### src/hdl/euler_path_finder_defines.svh
// assertion macros used by the euler path finder top level
`ifndef EULER_PATH_FINDER_DEFINES_SVH
`define EULER_PATH_FINDER_DEFINES_SVH

// same-cycle implication, disabled during reset
`define EPF_ASSERT_NOW(lbl, ante, cons, msg) \
	lbl: assert property (@(posedge clk) disable iff (!arst_n) (ante) |-> (cons)) \
		else $error(msg);

// next-cycle implication, disabled during reset
`define EPF_ASSERT_NEXT(lbl, ante, cons, msg) \
	lbl: assert property (@(posedge clk) disable iff (!arst_n) (ante) |=> (cons)) \
		else $error(msg);

`endif

### src/hdl/epf_ram.sv
// generic single-port-write, single-port-read ram with registered read data
module epf_ram #(
	parameter int DEPTH = 64,
	parameter int WIDTH = 7
) (
	input  logic                     clk,
	input  logic                     wr_en,
	input  logic [$clog2(DEPTH)-1:0] wr_addr,
	input  logic [WIDTH-1:0]         wr_data,
	input  logic                     rd_en,
	input  logic [$clog2(DEPTH)-1:0] rd_addr,
	output logic [WIDTH-1:0]         rd_data
);
	logic [WIDTH-1:0] mem [DEPTH];

	// write port
	always_ff @(posedge clk) begin
		if (wr_en) begin
			mem[wr_addr] <= wr_data;
		end
	end

	// read port
	always_ff @(posedge clk) begin
		if (rd_en) begin
			rd_data <= mem[rd_addr];
		end
	end
endmodule

### config.mk
export PLATFORM = sky130hd
export DESIGN_NAME = epf_ram
export DESIGN_NICKNAME = d
export VERILOG_FILES = /design/src/hdl/euler_path_finder_defines.svh /design/src/hdl/epf_ram.sv
export SDC_FILE = /design/constraint.sdc
export NUM_CORES = 1
export LEC_CHECK = 0
export ABC_AREA = 1
export ABC_CLOCK_PERIOD_IN_PS = 2500
export CAP_MARGIN = 0
export CORE_ASPECT_RATIO = 1.2
export CORE_MARGIN = 3
export CORE_UTILIZATION = 46
export DETAILED_ROUTE_END_ITERATION = 8
export DONT_BUFFER_PORTS = 1
export GPL_ROUTABILITY_DRIVEN = 1
export HOLD_SLACK_MARGIN = 0.15
export PLACE_DENSITY = 0.58
export SLEW_MARGIN = 20
export SYNTH_ARGS = -nofsm -noshare
export SYNTH_HDL_FRONTEND = slang
export SYNTH_SLANG_ARGS = --single-unit
### constraint.sdc
create_clock -name clk -period 2.5 [get_ports clk]
set_input_delay 0.25 -clock clk [delete_from_list [all_inputs] [get_ports clk]]
set_output_delay 0.25 -clock clk [all_outputs]
set_load 0.01 [all_outputs]
==> impl_metrics.yaml <==
run_status:
  status: "completed"
routing:
  final_antenna_net_count: 0
  wl_per_cell_microns: 21.2
  vias: 11900
  first_iter_violations: 984
  vias_per_cell: 5.46
  firstDrtPassIters: 5
  drc: 0
  wl_microns: 46300
global_routing:
  grt_remaining_overflow: 0
  grt_pass1_vias: 11500
  antenna_found_initial: 0
  grt.total_usage_pct: 21.6
  grt_max_degree: 226
  grt_first_pass_wirelength_microns: 70000
power:
  switchingPower_mw: 3.36
  peakVddDrop_mv: 0.607
  power_density_nw_per_um2: 744
  pwr-share-clk_pct: 40.0
  p_leak_nw: 7.50
  intPower_mw: 12.2
  combPwrFrac_pct: 5.5
  swShare_pct: 21.6
  p_seq_share_pct: 54.4
  power_mw: 15.6
place:
  routabilityCongestion: 0.833
  place_area_sq_um: 19200
  dp_hpwl_microns: 25300
  dp_slack_ns: 0.580
  io_buffers: 0
timing:
  worst_slack_ns: 0.359
  rsz0062_at_grt: "false"
  period_needed_ns: 2.14
  setup_viol: 0
  maxSlewHeadroom_pct: 34.3
  final-hold-violation-count: 0
  period_share_pct: 85.6
  tightest_slew_ns: 0.982
  fmax_ghz: 0.467
  drv_slew: 0
  fin_skew_ns: 0.0173
  fin_setup_tns_ns: 0
floorplanning:
  pin_count: 29
  die_area_sq_um: 42900
  fp.dieH_microns: 226
  core_sq_um: 39800
  start_util_pct: 46.7
  num_rows: 80
  die_x_microns: 190
worst_setup_path:
  cp.required_ns: 2.93
  cp-start-kind: "input pin"
  slowest_delay_ns: 1.18
  crit_arrival_ns: 2.57
  critPathMaxFanout: 21
  r2r_slack_ns: 0.62
  slowest_stage: "dlygate4sd3_1"
  reg2reg_to: "rd_data[0]$_DFFE_PP_"
  crit_chain: "dlygate4sd3_1, nand2_1, nand3_1, nand3_1, dlygate4sd3_1, nand2_1"
  timing.rr.start: "mem[23][0]$_DFFE_PP_"
  rr_worst_depth: 9
  cpLargestDelayFamily: "buffers and inverters"
  cp-end-kind: "flip-flop"
  crit_type: "input pin to flip-flop"
  worst-path-buf-inv: 2
layout:
  areaGrowthSynthToFinish_pct: 12.5
  final_cell_mix: "nand2_1 (567), edfxtp_1 (455), nand3_1 (382), nor2_1 (56), buf_4 (48)"
  diodes: 0
  drive_gt1_share_pct: 7.45
  final_common_cell: "nand2_1"
  nets: 1639
  design_area_sq_um: 20900
  n_fill_cell: 3543
  fin_util_pct: 52.6
synthesis:
  synth_largest_area_cell: "edfxtp_1"
  synth_xor_xnor_area_share_pct: 0
  synth-simple-area-share_pct: 23.5
  yosys_warnings: 0
  seq_area_frac_synth_pct: 73.4
  synth_fa_ha_area_share_pct: 0
  yosysUniqueCellTypes: 14
  synth-compound-area-share_pct: 0
  yosys.area.top_type_share_pct: 73.4
  synth.net_count: 1612
  synth_area_sq_um: 18600
  syn_inst: 1590
  ys_seq_elements: 455
  synthTopCellsByArea: "edfxtp_1 (73%), nand2_1 (11%), nand3_1 (10%)"
  synth.area.mux_share_pct: 0
  avgSynthCellArea_sq_um: 11.7
  synth_top_family_by_area: "simple AND/OR/NAND/NOR gates"
clock_network:
  htreeDepth: 2
  numCtsBuffers: 45
  cts.sinks: 455
  cts_tree: "built"
  clkTransAtPathRegs_ns: 0.06
  clockRootBuffer: "clkbuf_16"
  insertion_delay_ns: 0.56
  cts_max_path_buffers: 3
min_path:
  hp-class: "input pin to flip-flop"
  hold-path-cell-count: 4
  whs_endpoint: "rd_data[5]$_DFFE_PP_"
  hold_start: "rd_addr[3]"
run:
  maxCapViolCount: 0
## power by group through the flow
stage          registers, mW  clock network, mW  logic, mW
2_1_floorplan           8.64                  0      0.563
3_3_place_gp            8.65                  0      0.647
3_5_place_dp            8.65                  0      0.651
4_1_cts                 8.49               6.37      0.869
5_1_grt                 8.49               6.61      0.951
6_report                8.49               6.24      0.862
## metrics by stage
step,std cells,hold WS (ns)
after floorplan,1590,0.349
after global placement,2078,0.357
after detailed placement,2078,0.357
after CTS,2184,0.157
after global routing,2183,0.164
final,2183,0.183
## registers in the layout (all words and copies together) (netlist names)
| signal | count |
|---|---|
| mem | 448 |
| rd_data | 7 |
## worst max-delay path by stage
stage | from | to | slack, ns | depth (start not counted)
2_1_floorplan | wr_en | mem[48][0]$_DFFE_PP_ | 0.58 | 3
3_3_place_gp | rd_addr[1] | rd_data[4]$_DFFE_PP_ | 0.59 | 9
3_5_place_dp | wr_addr[0] | mem[38][6]$_DFFE_PP_ | 0.58 | 5
4_1_cts | mem[53][0]$_DFFE_PP_ | rd_data[0]$_DFFE_PP_ | 0.08 | 10
5_1_grt | rd_addr[3] | rd_data[2]$_DFFE_PP_ | 0.32 | 6
6_report | rd_addr[3] | rd_data[2]$_DFFE_PP_ | 0.36 | 6
## worst min-delay path, stage by stage
cell and delay [ns]:
nand2_1 0.04, nand3_1 0.13, nand3_1 0.13, nand2_1 0.08
## cell type report
cell class,count,area [sq um],share of cell area [%]
clock inverter,25,134,0.639
tap,533,667,3.18
inverter,12,51.3,0.245
sequential,455,13700,65.2
clock buffer,55,1210,5.76
timing repair buffer,78,833,3.98
multi-input combinational,1025,4390,20.9
## routing by layer
layer,routed length (microns),vias to the layer above,track usage (%)
met4,1430,0,7.04
li1,-,5651,-
met1,19700,5814,29.7
met5,0,-,0
met2,22400,366,35.5
met3,2840,94,3.43
## kinds of logic (layout without fill, tap and decap cells)
family | Yosys count | count (layout)
AND/OR/NAND/NOR | 1025 | 1025
flip-flops | 455 | 455
buffers and inverters | 110 | 170
## synth_stat cells
cell,count
inv_4,1
nor2_1,56
buf_6,5
nand4_1,9
nand2_1,567
buf_2,48
inv_2,2
buf_1,11
clkbuf_1,16
buf_4,18
nor4_1,8
edfxtp_1,455
inv_1,9
nand3_1,385
## timing repair
action / CTS / global route
resized for setup: 0 / 3
hold buffers: 26 / 0
endpoints found under the hold margin: 518 / 0
buffers inserted: 0 / 0
setup endpoints to repair: 0 / 1
(Power assumes the default switching activity.)
