## config.mk

```make
export PLATFORM = sky130hd
export DESIGN_NAME = epf_adj_ram
export DESIGN_NICKNAME = d
export VERILOG_FILES = /design/src/hdl/euler_path_finder_defines.svh /design/src/hdl/epf_pkg.sv /design/src/hdl/epf_adj_ram.sv
export SDC_FILE = /design/constraint.sdc
export NUM_CORES = 2
export LEC_CHECK = 0
export BUFFER_PORTS_ARGS = -buffer_cell sky130_fd_sc_hd__buf_4
export CAP_MARGIN = 30
export CORE_UTILIZATION = 60
export DETAILED_ROUTE_END_ITERATION = 10
export MAX_ROUTING_LAYER = met4
export PLACE_DENSITY_LB_ADDON = 0.3
export SYNTH_ARGS = -nofsm -noshare
export SYNTH_HDL_FRONTEND = slang
export SYNTH_SLANG_ARGS = --single-unit
```

## constraint.sdc

```tcl
create_clock -name clk -period 2.3 [get_ports clk]
set_input_delay 0.46 -clock clk [delete_from_list [all_inputs] [get_ports clk]]
set_output_delay 0.46 -clock clk [all_outputs]
set_load 0.1 [all_outputs]
```

## src/hdl/euler_path_finder_defines.svh

```systemverilog
// assertion macros used by the euler path finder top level
`ifndef EULER_PATH_FINDER_DEFINES_SVH
`define EULER_PATH_FINDER_DEFINES_SVH

// same-cycle implication, disabled during reset
`define EPF_ASSERT_NOW(lbl, ante, cons, msg) \
	lbl: assert property (@(posedge clk) disable iff (!arst_n) (ante) |-> (cons)) \
		else $error(msg);

// next-cycle implication, disabled during reset
`define EPF_ASSERT_NEXT(lbl, ante, cons, msg) \
	lbl: assert property (@(posedge clk) disable iff (!arst_n) (ante) |=> (cons)) \
		else $error(msg);

`endif

```

## src/hdl/epf_pkg.sv

```systemverilog
// package: types, constants and codes of the euler path finder
package epf_pkg;
	localparam int MAX_VERTICES = 64;
	localparam int MAX_EDGES    = 63;
	localparam int VW           = 7;
	localparam int IDX_W        = 6;
	localparam int ROW_W        = MAX_VERTICES;

	localparam logic ACT_ADD   = 1'b0;
	localparam logic ACT_SOLVE = 1'b1;

	typedef struct packed {
		logic          action;
		logic [VW-1:0] end_a;
		logic [VW-1:0] end_b;
	} in_item_t;

	typedef struct packed {
		logic [VW-1:0] vertex;
		logic          found;
		logic          last;
	} out_item_t;

	// request to the adjacency row store
	typedef struct packed {
		logic             rd_en;
		logic [IDX_W-1:0] rd_addr;
		logic             wr_en;
		logic [IDX_W-1:0] wr_addr;
		logic [ROW_W-1:0] wr_data;
		logic             clr_all;
	} adj_req_t;

	typedef enum logic [10:0] {
		S_IDLE    = 11'b00000000001,
		S_ADD_B   = 11'b00000000010,
		S_ADD_W   = 11'b00000000100,
		S_RD      = 11'b00000001000,
		S_FIND    = 11'b00000010000,
		S_CLR     = 11'b00000100000,
		S_POP     = 11'b00001000000,
		S_CHECK   = 11'b00010000000,
		S_EMIT_RD = 11'b00100000000,
		S_EMIT_WR = 11'b01000000000,
		S_FAIL    = 11'b10000000000
	} state_t;

	// vertex number (1..64) to row bit index
	function automatic logic [IDX_W-1:0] vidx(input logic [VW-1:0] v);
		logic [VW-1:0] t;
		t = v - VW'(1);
		return t[IDX_W-1:0];
	endfunction
endpackage

```

## src/hdl/epf_adj_ram.sv

```systemverilog
// adjacency row store: one 64-bit row per vertex, with per-row valid flags
module epf_adj_ram
	import epf_pkg::*;
(
	input  logic             clk,
	input  logic             arst_n,
	input  adj_req_t         req,
	output logic [ROW_W-1:0] rdata
);
	logic [ROW_W-1:0] mem [MAX_VERTICES];
	logic [MAX_VERTICES-1:0] vld_q;
	logic [ROW_W-1:0] raw_q;
	logic             rvld_q;

	// row storage
	always_ff @(posedge clk) begin
		if (req.wr_en) begin
			mem[req.wr_addr] <= req.wr_data;
		end
		if (req.rd_en) begin
			raw_q <= mem[req.rd_addr];
		end
	end

	// row valid flags, an invalid row reads as empty
	always_ff @(posedge clk or negedge arst_n) begin
		if (!arst_n) begin
			vld_q  <= '0;
			rvld_q <= 1'b0;
		end else begin
			if (req.rd_en) begin
				rvld_q <= vld_q[req.rd_addr];
			end
			if (req.clr_all) begin
				vld_q <= '0;
			end else if (req.wr_en) begin
				vld_q[req.wr_addr] <= 1'b1;
			end
		end
	end

	assign rdata = rvld_q ? raw_q : '0;
endmodule

```

==> impl_metrics.toml <==
[placed_design]
globalplace.congestion = 0.8443
portBuffers = 144
place_hpwl_mm = 255.8

[timing]
slew_viol_final = 0
period_share_pct = 118.1
skew_ns = 0.05209
timing.fmax_ghz = 0.3681
min_period_ns = 2.717
holdWs_ns = 0.05238
layout_setup_ws_ns = -0.4168
setup_viol = 64
worstMarginPinSlew_ns = 0.7666
rsz0062_at_grt = "true"
maxSlewHeadroom_pct = 48.89
fin_setup_tns_ns = -21.51
finalHoldViolations = 0

[clock_tree]
clk_latency_ns = 0.96
htree_levels = 5
clock-sinks = 4225
root_buffer = "clkbuf_16"
cts_buffers = 407
cts_tree = "done"
clk_pin_slew_worst_paths_ns = 0.06
clock_tree.buffer_depth = 4

[floorplan]
die_w_um = 518.2
io-pin-count = 145
row_count = 189
initial_core_util_pct = 60.32
die_area_um2 = 268600
die_y_um = 518.2
core_region_area_um2 = 265100

[detailed_routing]
drc_errors = 48
vias_per_cell = 7.317
num_vias = 82570
drtIter0Drc = 14300
wirelength_mm = 481.6
drtPass1Iterations = 9
post_drt_wl_per_cell_um = 42.67
ant_nets = 0

[setup_path]
regToRegSetupSlack_ns = 0.02
worstReg2RegStart = "mem[39][54]"
crit_family = "flip-flops"
crit_end = "rdata[25]"
cp_num_cells = 3
path_cells = "buf_16 > and2_1 > buf_8"
worstPathArrival_ns = 2.26
required_ns = 1.84
worstSetupStartpoint = "rvld_q"
rr_worst_depth = 4
critPathLaunchType = "flip-flop"
crit_fanout = 37
end_kind = "primary output"
critical_path_buf_inv_count = 2
worst_path_max_delay_cell = "dfrtp_4"
slowest_delay_ns = 0.54
timing.rr.end = "raw_q[54]"
crit_type = "flip-flop to primary output"

[global_routing]
grt_max_degree = 65
first_global_vias = 84200
grt_overflow = 0
grt_use_total_pct = 37.34
antenna_found_initial = 23
grt_pass1_wl_mm = 663.3

[synth]
synth_area_leader_cell = "edfxtp_1"
ys_seq_elements = 4225
syn_nets = 6463
syn_avg_cell_area_um2 = 25.05
seq_area_frac_synth_pct = 79.14
synthArstFlopShare_pct = 1.538
synth_top_area_share_pct = 78.13
synth_area_leaders = "edfxtp_1 78%, mux4_2 18%, dfrtp_1 1.0%"
ys_types = 30
synth_edf_count = 4160
netlist_instances = 6382
yosysWarnings = 0
yosysMostFrequentCell = "edfxtp_1"
synth_flop_cell = "edfxtp_1"
ys_top_cells_by_count = "4160 x edfxtp_1, 1289 x mux4_2, 206 x clkbuf_1"
syn_area_um2 = 159900

[run]
maxCapViolations = 0

[cells_and_area]
fin_util_pct = 71.64
register_area_um2 = 126600
nNetsFinal = 7479
layout-drive-gt1-share_pct = 37.82
multi_input_area_um2 = 32550
n_fill_cell = 13630
area_growth_pct = 18.78

[pwr]
powerDensity_nw_per_um2 = 855.3
switching_share_pct = 21.77
p_seq_share_pct = 52.7
cell_internal_pwr_uw = 127100
pwr-share-comb_pct = 6.0
cellLeakagePower_uw = 0.06066
clkPwrFrac_pct = 41.4
peakVddDrop_uv = 788.3
p_switching_uw = 35360

[hold_path]
hp-class = "input port to async pin"

[run_status]
violations = "DRC, setup timing"
status = "finished with violations"
## cells by family after synthesis
| kind of cell | Yosys count | synth area share (%) |
|---|---|---|
| mux | 1309 | 18.28 |
| simple gates | 360 | 0.9899 |
| compound gates | 144 | 0.6722 |
| buf+inv | 344 | 0.9132 |
| flops | 4225 | 79.14 |
## sequential cells by signal (all words and copies together), names as in the netlist
register  count
mem        4096
raw_q        64
vld_q        64
rvld_q        1
## placed cells by master (no fill, tap or decap), drive strengths merged, types with 14 or more instances in the layout
cell and n:
clkbuf 497, nor2 188, bufinv 40, clkinv 168
dfrtp 65, clkinvlp 24, inv 14, nand2 74
buf 939, a22oi 132, and2 66, diode 24
edfxtp 4160, mux4 1289, mux2i 20
## stage by stage
step                      std cells  total power (µW)  instance area, µm²  worst slack [ns]
after global routing          11280            165200              189900           -0.3904
final                         11290            162400              189900           -0.4168
after CTS                     11260            162400              189800           -0.3948
after floorplan                6382             92010              160200            -1.273
after detailed placement      10510             96070              175800            -1.182
after global placement        10510             95800              175800            -1.185
## power groups by stage
stage	Clock, µW	Sequential (µW)	Combinational (µW)
finish	67200	85500	9730
global route	69800	85500	9930
CTS	67300	85500	9550
detailed placement	0	87100	8940
global placement	0	87100	8710
floorplan	0	87000	5030
## timing repair
action                     in CTS  in global routing
pin swaps                       1                  2
setup endpoints to repair      65                 66
cloned                          0                  2
hold buffers                    8                  0
setup buffers                   2                  1
resized for setup             209                 12
hold endpoints to repair      167                  0
## final cells by class
type / instances / share of cell area, %
Tap cell: 3533 / 2.328
Multi-Input combinational cell: 1813 / 17.14
Clock inverter: 244 / 1.222
Sequential cell: 4225 / 66.63
Antenna cell: 24 / 0.03162
Timing Repair Buffer: 949 / 6.985
Clock buffer: 495 / 5.659
Inverter: 2 / 0.003953
## worst register-to-register path, stage by stage, from the launching register on
cell      delay, ns
edfxtp_1       0.39
mux4_2         0.50
mux4_2         0.49
a22oi_1        0.51
nand2_1        0.12
## metal layers
metal | vias up | wire [µm] | track usage [%]
met5 | - | 0 | -
met4 | 0 | 27830 | 18.46
met3 | 1571 | 68780 | 9.347
met2 | 8025 | 231700 | 57.23
met1 | 43150 | 153300 | 47.18
li1 | 29830 | - | -
## worst min path at each step
stage | slack, ns | to | start | cells past startpoint
floorplan | 0.16 | rvld_q | arst_n | 0
global placement | 0.46 | vld_q[16] | arst_n | 1
detailed placement | 0.46 | vld_q[9] | arst_n | 1
CTS | 0.00004 | mem[8][36] | req[37] | 1
global route | 0.04 | mem[12][36] | req[37] | 1
finish | 0.05 | vld_q[18] | arst_n | 2
(Power assumes the default switching activity.)
